$ cat config.mk
export PLATFORM = sky130hd
export DESIGN_NAME = second_order_iir_biquad
export DESIGN_NICKNAME = d
export VERILOG_FILES = /design/src/soiir_pkg.sv /design/src/soiir_ctrl.sv /design/src/soiir_datapath.sv /design/src/second_order_iir_biquad.sv
export SDC_FILE = /design/constraint.sdc
export NUM_CORES = 2
export LEC_CHECK = 0
export BUFFER_PORTS_ARGS = -buffer_cell sky130_fd_sc_hd__buf_2
export CORE_ASPECT_RATIO = 1.1
export CORE_UTILIZATION = 41
export CTS_CLUSTER_SIZE = 16
export DETAILED_ROUTE_END_ITERATION = 7
export GPL_TIMING_DRIVEN = 1
export PLACE_DENSITY = 0.57
export SYNTH_ARGS = -nofsm -noshare
export SYNTH_HDL_FRONTEND = slang
export SYNTH_SLANG_ARGS = --single-unit
$ cat constraint.sdc
create_clock -name clk_i -period 29.5 [get_ports clk_i]
set_input_delay 7.375 -clock clk_i [delete_from_list [all_inputs] [get_ports clk_i]]
set_output_delay 7.375 -clock clk_i [all_outputs]
set_load 0.05 [all_outputs]
$ cat src/soiir_pkg.sv
// Shared types, constants and helpers for the biquad IIR section.
package soiir_pkg;

  localparam int COEFF_W    = 18;
  localparam int DELAY_W    = 40;
  localparam int NUM_COEFFS = 5;
  localparam int CIDX_W     = 3;
  localparam int MUL_B_W    = 33;
  localparam int PROD_W     = COEFF_W + MUL_B_W;
  localparam int SPLIT      = DELAY_W / 2;
  localparam int SUM_W      = 61;

  typedef logic [CIDX_W-1:0] coeff_idx_t;

  localparam coeff_idx_t CIDX_FEED_NOW = 3'd0;
  localparam coeff_idx_t CIDX_FEED_ONE = 3'd1;
  localparam coeff_idx_t CIDX_BACK_ONE = 3'd2;
  localparam coeff_idx_t CIDX_FEED_TWO = 3'd3;
  localparam coeff_idx_t CIDX_BACK_TWO = 3'd4;

  localparam logic signed [SUM_W-1:0] DELAY_MAX =
      SUM_W'((64'sd1 <<< (DELAY_W - 1)) - 64'sd1);
  localparam logic signed [SUM_W-1:0] DELAY_MIN =
      SUM_W'(-(64'sd1 <<< (DELAY_W - 1)));

  typedef enum logic [1:0] {
    SRC_X,
    SRC_YLO,
    SRC_YHI
  } mul_src_e;

  typedef struct packed {
    logic       load_x;
    mul_src_e   mul_src;
    coeff_idx_t mul_coef;
    logic       do_yw;
    logic       do_t0;
    logic       do_t1;
    logic       do_lo;
    logic       do_hi;
    logic       do_nd0;
    logic       do_nd1;
    logic       do_out;
  } dp_cmd_t;

  typedef struct packed {
    logic out_full;
  } dp_status_t;

  function automatic logic signed [DELAY_W-1:0] sat_delay(input logic signed [SUM_W-1:0] v);
    logic signed [SUM_W-1:0] r;
    if (v > DELAY_MAX) begin
      r = DELAY_MAX;
    end else if (v < DELAY_MIN) begin
      r = DELAY_MIN;
    end else begin
      r = v;
    end
    return r[DELAY_W-1:0];
  endfunction

endpackage

$ cat src/soiir_ctrl.sv
// Step sequencer for the shared-multiplier biquad datapath.
module soiir_ctrl import soiir_pkg::*; (
  input  logic       clk_i,
  input  logic       rst_ni,
  input  logic       in_valid_i,
  output logic       in_stall_o,
  input  logic       out_stall_i,
  input  dp_status_t status_i,
  output dp_cmd_t    cmd_o
);

  localparam logic [3:0] S_IDLE = 4'd0;
  localparam logic [3:0] S_C0   = 4'd1;
  localparam logic [3:0] S_C1   = 4'd2;
  localparam logic [3:0] S_C2   = 4'd3;
  localparam logic [3:0] S_C3   = 4'd4;
  localparam logic [3:0] S_C4   = 4'd5;
  localparam logic [3:0] S_C5   = 4'd6;
  localparam logic [3:0] S_C6   = 4'd7;
  localparam logic [3:0] S_C7   = 4'd8;
  localparam logic [3:0] S_C8   = 4'd9;

  logic [3:0] step_q, step_d;

  assign in_stall_o = (step_q != S_IDLE);

  always_comb begin
    cmd_o          = '0;
    cmd_o.mul_src  = SRC_X;
    cmd_o.mul_coef = CIDX_FEED_NOW;
    step_d         = step_q;
    case (step_q)
      S_IDLE: begin
        if (in_valid_i) begin
          cmd_o.load_x = 1'b1;
          step_d       = S_C0;
        end
      end
      S_C0: begin
        cmd_o.mul_coef = CIDX_FEED_NOW;
        step_d         = S_C1;
      end
      S_C1: begin
        cmd_o.mul_coef = CIDX_FEED_ONE;
        cmd_o.do_yw    = 1'b1;
        step_d         = S_C2;
      end
      S_C2: begin
        cmd_o.mul_coef = CIDX_FEED_TWO;
        cmd_o.do_t0    = 1'b1;
        step_d         = S_C3;
      end
      S_C3: begin
        cmd_o.mul_coef = CIDX_BACK_ONE;
        cmd_o.mul_src  = SRC_YLO;
        cmd_o.do_t1    = 1'b1;
        step_d         = S_C4;
      end
      S_C4: begin
        cmd_o.mul_coef = CIDX_BACK_ONE;
        cmd_o.mul_src  = SRC_YHI;
        cmd_o.do_lo    = 1'b1;
        step_d         = S_C5;
      end
      S_C5: begin
        cmd_o.mul_coef = CIDX_BACK_TWO;
        cmd_o.mul_src  = SRC_YLO;
        cmd_o.do_hi    = 1'b1;
        step_d         = S_C6;
      end
      S_C6: begin
        cmd_o.mul_coef = CIDX_BACK_TWO;
        cmd_o.mul_src  = SRC_YHI;
        cmd_o.do_nd0   = 1'b1;
        cmd_o.do_lo    = 1'b1;
        step_d         = S_C7;
      end
      S_C7: begin
        cmd_o.do_hi = 1'b1;
        step_d      = S_C8;
      end
      S_C8: begin
        if (!(status_i.out_full && out_stall_i)) begin
          cmd_o.do_nd1 = 1'b1;
          cmd_o.do_out = 1'b1;
          step_d       = S_IDLE;
        end
      end
      default: begin
        step_d = S_IDLE;
      end
    endcase
  end

  always_ff @(posedge clk_i or negedge rst_ni) begin
    if (!rst_ni) begin
      step_q <= S_IDLE;
    end else begin
      step_q <= step_d;
    end
  end

endmodule

$ cat src/soiir_datapath.sv
// Coefficient registers, shared multiplier, delay accumulators and output stage.
module soiir_datapath import soiir_pkg::*; #(
  parameter int DATA_WIDTH      = 16,
  parameter int COEFF_FRAC_BITS = 14
) (
  input  logic                         clk_i,
  input  logic                         rst_ni,
  input  logic                         cfg_we_i,
  input  coeff_idx_t                   cfg_index_i,
  input  logic signed [COEFF_W-1:0]    cfg_data_i,
  input  logic signed [DATA_WIDTH-1:0] sample_i,
  input  dp_cmd_t                      cmd_i,
  input  logic                         out_stall_i,
  output dp_status_t                   status_o,
  output logic                         out_valid_o,
  output logic signed [DATA_WIDTH-1:0] filtered_o,
  output logic                         clipped_o
);

  localparam logic signed [SUM_W-1:0] HALF =
      SUM_W'(64'sd1 <<< (COEFF_FRAC_BITS - 1));
  localparam logic signed [COEFF_W-1:0] UNITY =
      COEFF_W'(64'sd1 <<< COEFF_FRAC_BITS);
  localparam logic signed [SUM_W-1:0] OUT_MAX =
      SUM_W'((64'sd1 <<< (DATA_WIDTH - 1)) - 64'sd1);
  localparam logic signed [SUM_W-1:0] OUT_MIN =
      SUM_W'(-(64'sd1 <<< (DATA_WIDTH - 1)));

  logic signed [COEFF_W-1:0]    coeff_q [NUM_COEFFS];
  logic signed [DATA_WIDTH-1:0] x_q;
  logic signed [MUL_B_W-1:0]    mul_b;
  logic signed [PROD_W-1:0]     prod, p_q;
  logic signed [DELAY_W-1:0]    d0_q, d1_q, yw_q;
  logic signed [SUM_W-1:0]      t_q, u_q, s_q, s_scaled, yr;
  logic signed [DATA_WIDTH-1:0] filt_d, filt_q;
  logic                         clip_d, clip_q;
  logic                         out_valid_q, out_valid_d;

  always_ff @(posedge clk_i or negedge rst_ni) begin
    if (!rst_ni) begin
      for (int i = 0; i < NUM_COEFFS; i++) begin
        coeff_q[i] <= (i == 0) ? UNITY : '0;
      end
    end else if (cfg_we_i && (cfg_index_i < CIDX_W'(NUM_COEFFS))) begin
      coeff_q[cfg_index_i] <= cfg_data_i;
    end
  end

  always_comb begin
    case (cmd_i.mul_src)
      SRC_X:   mul_b = MUL_B_W'(x_q);
      SRC_YLO: mul_b = $signed({{(MUL_B_W - SPLIT){1'b0}}, yw_q[SPLIT-1:0]});
      SRC_YHI: mul_b = MUL_B_W'($signed(yw_q[DELAY_W-1:SPLIT]));
      default: mul_b = MUL_B_W'(x_q);
    endcase
  end

  assign prod     = PROD_W'(coeff_q[cmd_i.mul_coef]) * PROD_W'(mul_b);
  assign s_scaled = s_q >>> COEFF_FRAC_BITS;

  // payload registers
  always_ff @(posedge clk_i) begin
    p_q <= prod;
    if (cmd_i.load_x) x_q <= sample_i;
    if (cmd_i.do_yw)  yw_q <= sat_delay(SUM_W'(d0_q) + SUM_W'(p_q));
    if (cmd_i.do_t0)  t_q <= SUM_W'(d1_q) + SUM_W'(p_q);
    if (cmd_i.do_t1)  u_q <= SUM_W'(p_q);
    if (cmd_i.do_lo) begin
      s_q <= SUM_W'(p_q) + HALF;
    end else if (cmd_i.do_hi) begin
      s_q <= s_q + (SUM_W'(p_q) <<< SPLIT);
    end
    if (cmd_i.do_out) begin
      filt_q <= filt_d;
      clip_q <= clip_d;
    end
  end

  always_ff @(posedge clk_i or negedge rst_ni) begin
    if (!rst_ni) begin
      d0_q <= '0;
      d1_q <= '0;
    end else begin
      if (cmd_i.do_nd0) d0_q <= sat_delay(t_q + s_scaled);
      if (cmd_i.do_nd1) d1_q <= sat_delay(u_q + s_scaled);
    end
  end

  // round half up, then saturate to the output word
  always_comb begin
    yr = (SUM_W'(yw_q) + HALF) >>> COEFF_FRAC_BITS;
    if (yr > OUT_MAX) begin
      filt_d = OUT_MAX[DATA_WIDTH-1:0];
      clip_d = 1'b1;
    end else if (yr < OUT_MIN) begin
      filt_d = OUT_MIN[DATA_WIDTH-1:0];
      clip_d = 1'b1;
    end else begin
      filt_d = yr[DATA_WIDTH-1:0];
      clip_d = 1'b0;
    end
  end

  always_comb begin
    out_valid_d = out_valid_q;
    if (cmd_i.do_out) begin
      out_valid_d = 1'b1;
    end else if (out_valid_q && !out_stall_i) begin
      out_valid_d = 1'b0;
    end
  end

  always_ff @(posedge clk_i or negedge rst_ni) begin
    if (!rst_ni) begin
      out_valid_q <= 1'b0;
    end else begin
      out_valid_q <= out_valid_d;
    end
  end

  assign status_o.out_full = out_valid_q;
  assign out_valid_o       = out_valid_q;
  assign filtered_o        = filt_q;
  assign clipped_o         = clip_q;

endmodule

$ cat src/second_order_iir_biquad.sv
// Top level of the second-order IIR section, transposed direct form II.
// One signed sample word in, one rounded and saturated sample word out, with clipped set
// when saturation changed the value. Five signed Q3.14 coefficients are written through
// cfg_we_i/cfg_index_i/cfg_data_i (index 0..4: feed_now, feed_one, back_one, feed_two,
// back_two; other indexes are ignored). A new sample is not accepted until the previous
// one is through every step: one 18x33 multiplier is shared by all seven partial
// products (three feedforward, two split feedback products of the 40-bit output), one
// per cycle. The last step waits while an earlier result is still held on the output.
module second_order_iir_biquad import soiir_pkg::*; #(
  parameter int DATA_WIDTH      = 16,
  parameter int COEFF_FRAC_BITS = 14
) (
  input  logic                         clk_i,
  input  logic                         rst_ni,
  input  logic                         cfg_we_i,
  input  logic [CIDX_W-1:0]            cfg_index_i,
  input  logic signed [COEFF_W-1:0]    cfg_data_i,
  input  logic                         in_valid_i,
  output logic                         in_stall_o,
  input  logic signed [DATA_WIDTH-1:0] sample_i,
  output logic                         out_valid_o,
  input  logic                         out_stall_i,
  output logic signed [DATA_WIDTH-1:0] filtered_o,
  output logic                         clipped_o
);

  dp_cmd_t    cmd;
  dp_status_t status;

  soiir_ctrl u_ctrl (
    .clk_i       (clk_i),
    .rst_ni      (rst_ni),
    .in_valid_i  (in_valid_i),
    .in_stall_o  (in_stall_o),
    .out_stall_i (out_stall_i),
    .status_i    (status),
    .cmd_o       (cmd)
  );

  soiir_datapath #(
    .DATA_WIDTH      (DATA_WIDTH),
    .COEFF_FRAC_BITS (COEFF_FRAC_BITS)
  ) u_datapath (
    .clk_i       (clk_i),
    .rst_ni      (rst_ni),
    .cfg_we_i    (cfg_we_i),
    .cfg_index_i (cfg_index_i),
    .cfg_data_i  (cfg_data_i),
    .sample_i    (sample_i),
    .cmd_i       (cmd),
    .out_stall_i (out_stall_i),
    .status_o    (status),
    .out_valid_o (out_valid_o),
    .filtered_o  (filtered_o),
    .clipped_o   (clipped_o)
  );

endmodule

==> Word-level counts from Yosys, hierarchy flattened <==
Index checks and enable logic that the tools add are counted.
{ "classes": {"multipliers": 1, "eq_ne": 13, "n_reduce_logical": 15, "muxes": 33, "magnitude_cmp": 12, "bitwise": 2, "add_sub_neg": 7} }
{ "op_table": {"columns": ["operator", "count"], "rows": [
  ["2-to-1 mux 40 bit", 5],
  ["2-to-1 mux 61 bit", 2],
  ["adder 40 x 51 -> 52 bit", 2],
  ["greater-than comparator 52 x 40 -> 1 bit (second input constant)", 2],
  ["less-than comparator 52 x 40 -> 1 bit (second input constant)", 2],
  ["bitwise mux 90 bit", 1],
  ["case mux 33 bit (2 select lines)", 1],
  ["adder 61 x 47 -> 61 bit", 1],
  ["adder 61 bit", 1],
  ["greater-than comparator 61 x 40 -> 1 bit (second input constant)", 1],
  ["less-than comparator 61 x 40 -> 1 bit (second input constant)", 1],
  ["binary-select mux 18 bit (select 3 bit)", 1],
  ["demux 18 bit (select 3 bit)", 1],
  ["2-to-1 mux 18 bit", 3],
  ["adder 51 x 15 -> 52 bit (second input constant)", 1],
  ["adder 51 x 47 -> 52 bit", 1],
  ["multiplier 18 x 33 -> 51 bit", 1],
  ["adder 40 x 15 -> 41 bit (second input constant)", 1],
  ["case mux 4 bit (10 select lines)", 1],
  ["greater-than comparator 27 x 16 -> 1 bit (second input constant)", 1],
  ["less-than comparator 27 x 16 -> 1 bit (second input constant)", 1],
  ["equality test 4 x 3 -> 1 bit (second input constant)", 4],
  ["2-to-1 mux 16 bit", 1],
  ["case mux 3 bit (4 select lines)", 1],
  ["21 further kinds", 46]
]} }
{ "word_totals": {"register_bits": 472, "output_inout_bits": 19} }

==> Longest topological paths before layout <==
{ "logic_depth": {"depth_word": 8, "depth_mapped": 35, "mapped_depth_nobuf": 32} }

==> Cells and area by module <==
A second synthesis with hierarchy kept.
{ "hier_totals": {"cells_unflattened": 5050, "area_unflattened_um2": 46138.0} }
{ "modules_own_cells": {"columns": ["mod", "area_per_inst_um2", "cells_each", "seq_area_each_um2", "instances"], "rows": [
  ["soiir_datapath", 45776.4, 5007, 11997.8, 1],
  ["soiir_ctrl", 361.6, 43, 100.1, 1]
]} }

==> Worst setup path after synthesis <==
Ideal clock, no wire load.
{ "synth_path": {"kind": "reg2reg", "start": "register u_ctrl.step_q[1]", "end": "register u_datapath.p_q[42]", "setup_ns": 0.120, "path_stages_with_launch": 32, "synth_period_minus_slack_ns": 12.426, "t_arrival_ns": 12.306, "path_slack_ns": 17.074, "path_cell_list": "dfrtp_1 -> clkbuf_1 -> nand2_1 -> nor3_1 -> o21bai_1 -> clkbuf_1 -> mux4_2 -> mux2i_1 -> clkbuf_1 -> nor2_1 -> fa_1 -> inv_1 -> fa_1 -> fa_1 -> inv_1 -> fa_1 -> fa_1 -> inv_1 -> fa_1 -> inv_1 -> ha_1 -> clkbuf_1 -> nand4_1 -> nor4_1 -> o21ai_1 -> a21oi_1 -> nor3_1 -> o31ai_1 -> a221oi_1 -> o41ai_1 -> a21oi_1 -> xnor2_1"} }
{ "synth_via": {"elab_chain_len": 8} }
{ "synth_lines": {"columns": ["item", "line_no", "source"], "rows": [
  ["start, declared", "soiir_ctrl.sv:23", "logic [3:0] step_q, step_d;"],
  ["start signal, assigned", "soiir_ctrl.sv:99", "step_q <= step_d;"],
  ["equality test 4 x 3 -> 1 bit", "soiir_ctrl.sv:32", "case (step_q)"],
  ["OR reduction 2 bit (no line)", null, null],
  ["case mux 3 bit (4 select lines)", "soiir_ctrl.sv:32", null],
  ["inverter 3 -> 4 bit (implied by the code)", "soiir_datapath.sv:58", "assign prod = PROD_W'(coeff_q[cmd_i.mul_coef]) * PROD_W'(mul_b);"],
  ["binary-select mux 18 bit (select 3 bit)", "soiir_datapath.sv:58", null],
  ["2-to-1 mux 18 bit (implied by the code) (2 in series)", "soiir_datapath.sv:58", null],
  ["multiplier 18 x 33 -> 51 bit *", "soiir_datapath.sv:58", null],
  ["via u_datapath.prod[42]", "soiir_datapath.sv:32", "logic signed [PROD_W-1:0] prod, p_q;"],
  ["end signal, assigned", "soiir_datapath.sv:63", "p_q <= prod;"],
  ["end, declared", "soiir_datapath.sv:32", null]
]} }
The timed path passes the listed nets; every way through them passes the cells marked *. The select of a mux whose other input is x is not followed.
A chain may end at the register's enable or synchronous reset.

==> Worst setup path in the final report <==
{ "layout_path": {"start": "register u_ctrl.step_q[0]", "end": "register u_datapath.p_q[42]"} }
Same word-level chain as after synthesis.

==> out/metrics.cfg <==
[logic_synthesis]
synthSimpleGateAreaFrac_pct = 13.7
yosysUniqueCellTypes = 89
avgSynthCellArea_um2 = 9.24
synth_sequential_area_ratio_pct = 26.7
synth.net_count = 5694
syn-cell-area_um2 = 45300
synth_compound_area_share_pct = 16.5
synthAdderAreaFrac_pct = 27.3
async_flop_share_pct = 39.0
synth_edf_count = 223
synth_top_family_by_area = adder cells
synth_xor_area_share_pct = 5.67
muxShareOfSynthArea_pct = 3.96
yosys_register_bits = 449
synth_cells = 4903
synthFlopType = edfxtp_1
yosys_warnings = 0

[grt]
grt_pass1_wl_um = 210000
grtUsageMet2_pct = 40.6
antenna_found_initial = 2
gr-usage-all-layers_pct = 24.2
grt_max_degree = 81
gr-usage-met3_pct = 2.90
gr-usage-met1_pct = 32.2
grt_most_used_layer = met2
grt_pass1_vias = 36094
overflow = 0

[cells_and_area]
drive_above_1_share_pct = 8.03
fillCellCount = 10568
nNetsFinal = 5701
multi_input_area_um2 = 30600
seq_area_um2 = 12100
area_growth_syn_to_layout_pct = 8.52

[hold_path]
whs_path_depth = 1
hold_start = u_datapath.coeff_q[35]
holdCritPathClass = reg -> reg

[clock_network]
clk-insertion-delay-late_ns = 0.65
cts_tree = built
cts_buffers = 54
cts_root_buf = clkbuf_16
cts.path.max_buffers = 3
post-cts-setup-buffer-count = 0
cts-resized-gates = 0
numClockSinks = 449
holdBufCountCts = 0
clkTransAtPathRegs_ns = 0.06
htreeDepth = 2

[sta]
fmax_ghz = 0.0985
relSlewSlack_pct = 8.70
timing.final.crit_share_pct = 34.4
final_hold_viol_count = 0
tightest_slew_ns = 1.36
setup_violations = 0
finClkSkew_ns = 0.0287
grt_setup_unrepaired = no
setup_tns_ns = 0
min_period_ns = 10.15
finalMaxSlewViolations = 0

[critical_path]
crit_start = u_ctrl.step_q[0]
reg2reg_depth = 31
slowest_stage = o41ai_1
endpoint_kind = register
critical_path_class = reg -> reg
critPathMaxStageDelay_ns = 0.85
cp-start-kind = register
cp_top_family = adder cells
crit_arrival_ns = 10.67
critical_path_required_ns = 30.02
r2r_start = u_ctrl.step_q[0]
cp_num_buf_inv = 7
worst-path-stages = 31
crit_path_max_fanout = 33
cp_common_cell = fa_1

[drt]
drt-total-wl_um = 135000
drc = 0
vias_per_cell = 5.61
wl_per_cell_um = 21.1
vias = 35744
dr.pass1.iters = 6
drt-initial-drc-count = 2301
ant_nets = 0

[die]
rows = 127
core_area_um2 = 109000
die_x_um = 319
start_util_pct = 41.4
die_h_um = 351
pin_count = 61
die_area_um2 = 112000

[placed_design]
gp_congestion = 0.933
io_buffer_count = 60
hpwl_um = 106000

[run_status]
status = completed

[job]
max_cap_viol_count = 0

[cell usage in the layout (no fill, tap or decap), drive strengths merged, types with 26 or more instances in the layout]
cell	count
clkbuf	70
o211ai	26
inv	573
dfxtp	51
nor2	505
a21o	194
o21bai	31
xnor2	177
dfrtp	174
nand2	429
nor2b	51
o22ai	40
edfxtp	223
nand3	76
ha	352
mux2	101
and3	55
a31oi	44
o21ai	240
nand4	59
a21oi	342
nand2b	40
xor2	116
o21a	53
nor3	56
buf	118
fa	397
[Yosys cell counts (26+ instances only)]
cell,n,area share (%)
inv_1,564,4.7
nor2_1,505,4.2
nand2_1,428,3.5
fa_1,397,18
ha_1,352,9.7
a21oi_1,341,3.8
edfxtp_1,223,15
o21ai_0,223,2.5
a21o_1,194,3.2
xnor2_1,177,3.4
dfrtp_1,174,9.6
clkbuf_1,147,1.2
xor2_1,116,2.2
mux2_2,101,2.5
nand3_1,76,0.84
nand4_1,59,0.81
nor3_1,56,0.62
and3_1,55,0.76
o21a_1,53,0.88
dfxtp_1,51,2.3
nor2b_1,51,0.70
a31oi_1,42,0.58
nand2b_1,40,0.55
o21bai_1,31,0.51
o22ai_1,30,0.41
o211ai_1,26,0.43
[metal layers]
metal	part of all wire, %	vias up
li1	-	16935
met5	0	-
met2	47	980
met3	5.3	206
met4	3.5	0
met1	44	17623
[cell families (layout without fill, tap and decap cells)]
| logic type | Yosys count | count (layout) |
|---|---|---|
| AO/OA/AOI/OAI | 1156 | 1156 |
| AND/OR/NAND/NOR | 1380 | 1380 |
| other | 0 | 2 |
| flip-flops | 449 | 449 |
| multiplexers | 144 | 144 |
| buffers and inverters | 732 | 784 |
| adder cells (fa/ha/maj) | 749 | 749 |
| XOR/XNOR | 293 | 293 |
[sequential cells by signal (all words and copies together), names as in the netlist, 40 cells and up]
name                cells
u_datapath.yw_q        40
u_datapath.d1_q        40
u_datapath.u_q         51
u_datapath.s_q         47
u_datapath.d0_q        40
u_datapath.coeff_q     90
u_datapath.t_q         52
u_datapath.p_q         51
[area by class of cell]
type | count | area share (%)
timing repair buffer | 119 | 1.53
tap | 1419 | 3.61
antenna | 2 | 0.0102
clock inverter | 32 | 0.649
multi-input combinational | 3722 | 62.2
clock buffer | 69 | 3.12
inverter | 564 | 4.31
sequential | 449 | 24.6
[worst paths after layout]
path / to / slack [ns]
max: u_datapath.p_q[42] / 19.35
min: u_datapath.coeff_q[35] / 0.50
max reg2reg: u_datapath.p_q[42] / 19.35
min reg2reg: u_datapath.coeff_q[35] / 0.50
max in group asynchronous: u_datapath.coeff_q[4] / 21.37
min in group asynchronous: u_datapath.d0_q[39] / 6.72
[metrics by stage]
stage          utilization, %  hold slack [ns]  cell area (um^2)  std cells  setup slack [ns]
2_1_floorplan               -            0.464             45300       4903             17.07
3_3_place_gp             43.3            0.482             47300       6273             19.43
3_5_place_dp             43.3            0.488             47300       6273             19.27
4_1_cts                  45.0            0.503             49100       6374             19.23
5_1_grt                  45.0            0.510             49100       6375             18.71
6_report                 45.0            0.498             49100       6376             19.35
Power is not shown: default switching activity piles up to over one toggle a cycle in this logic, so the estimate is an artifact.
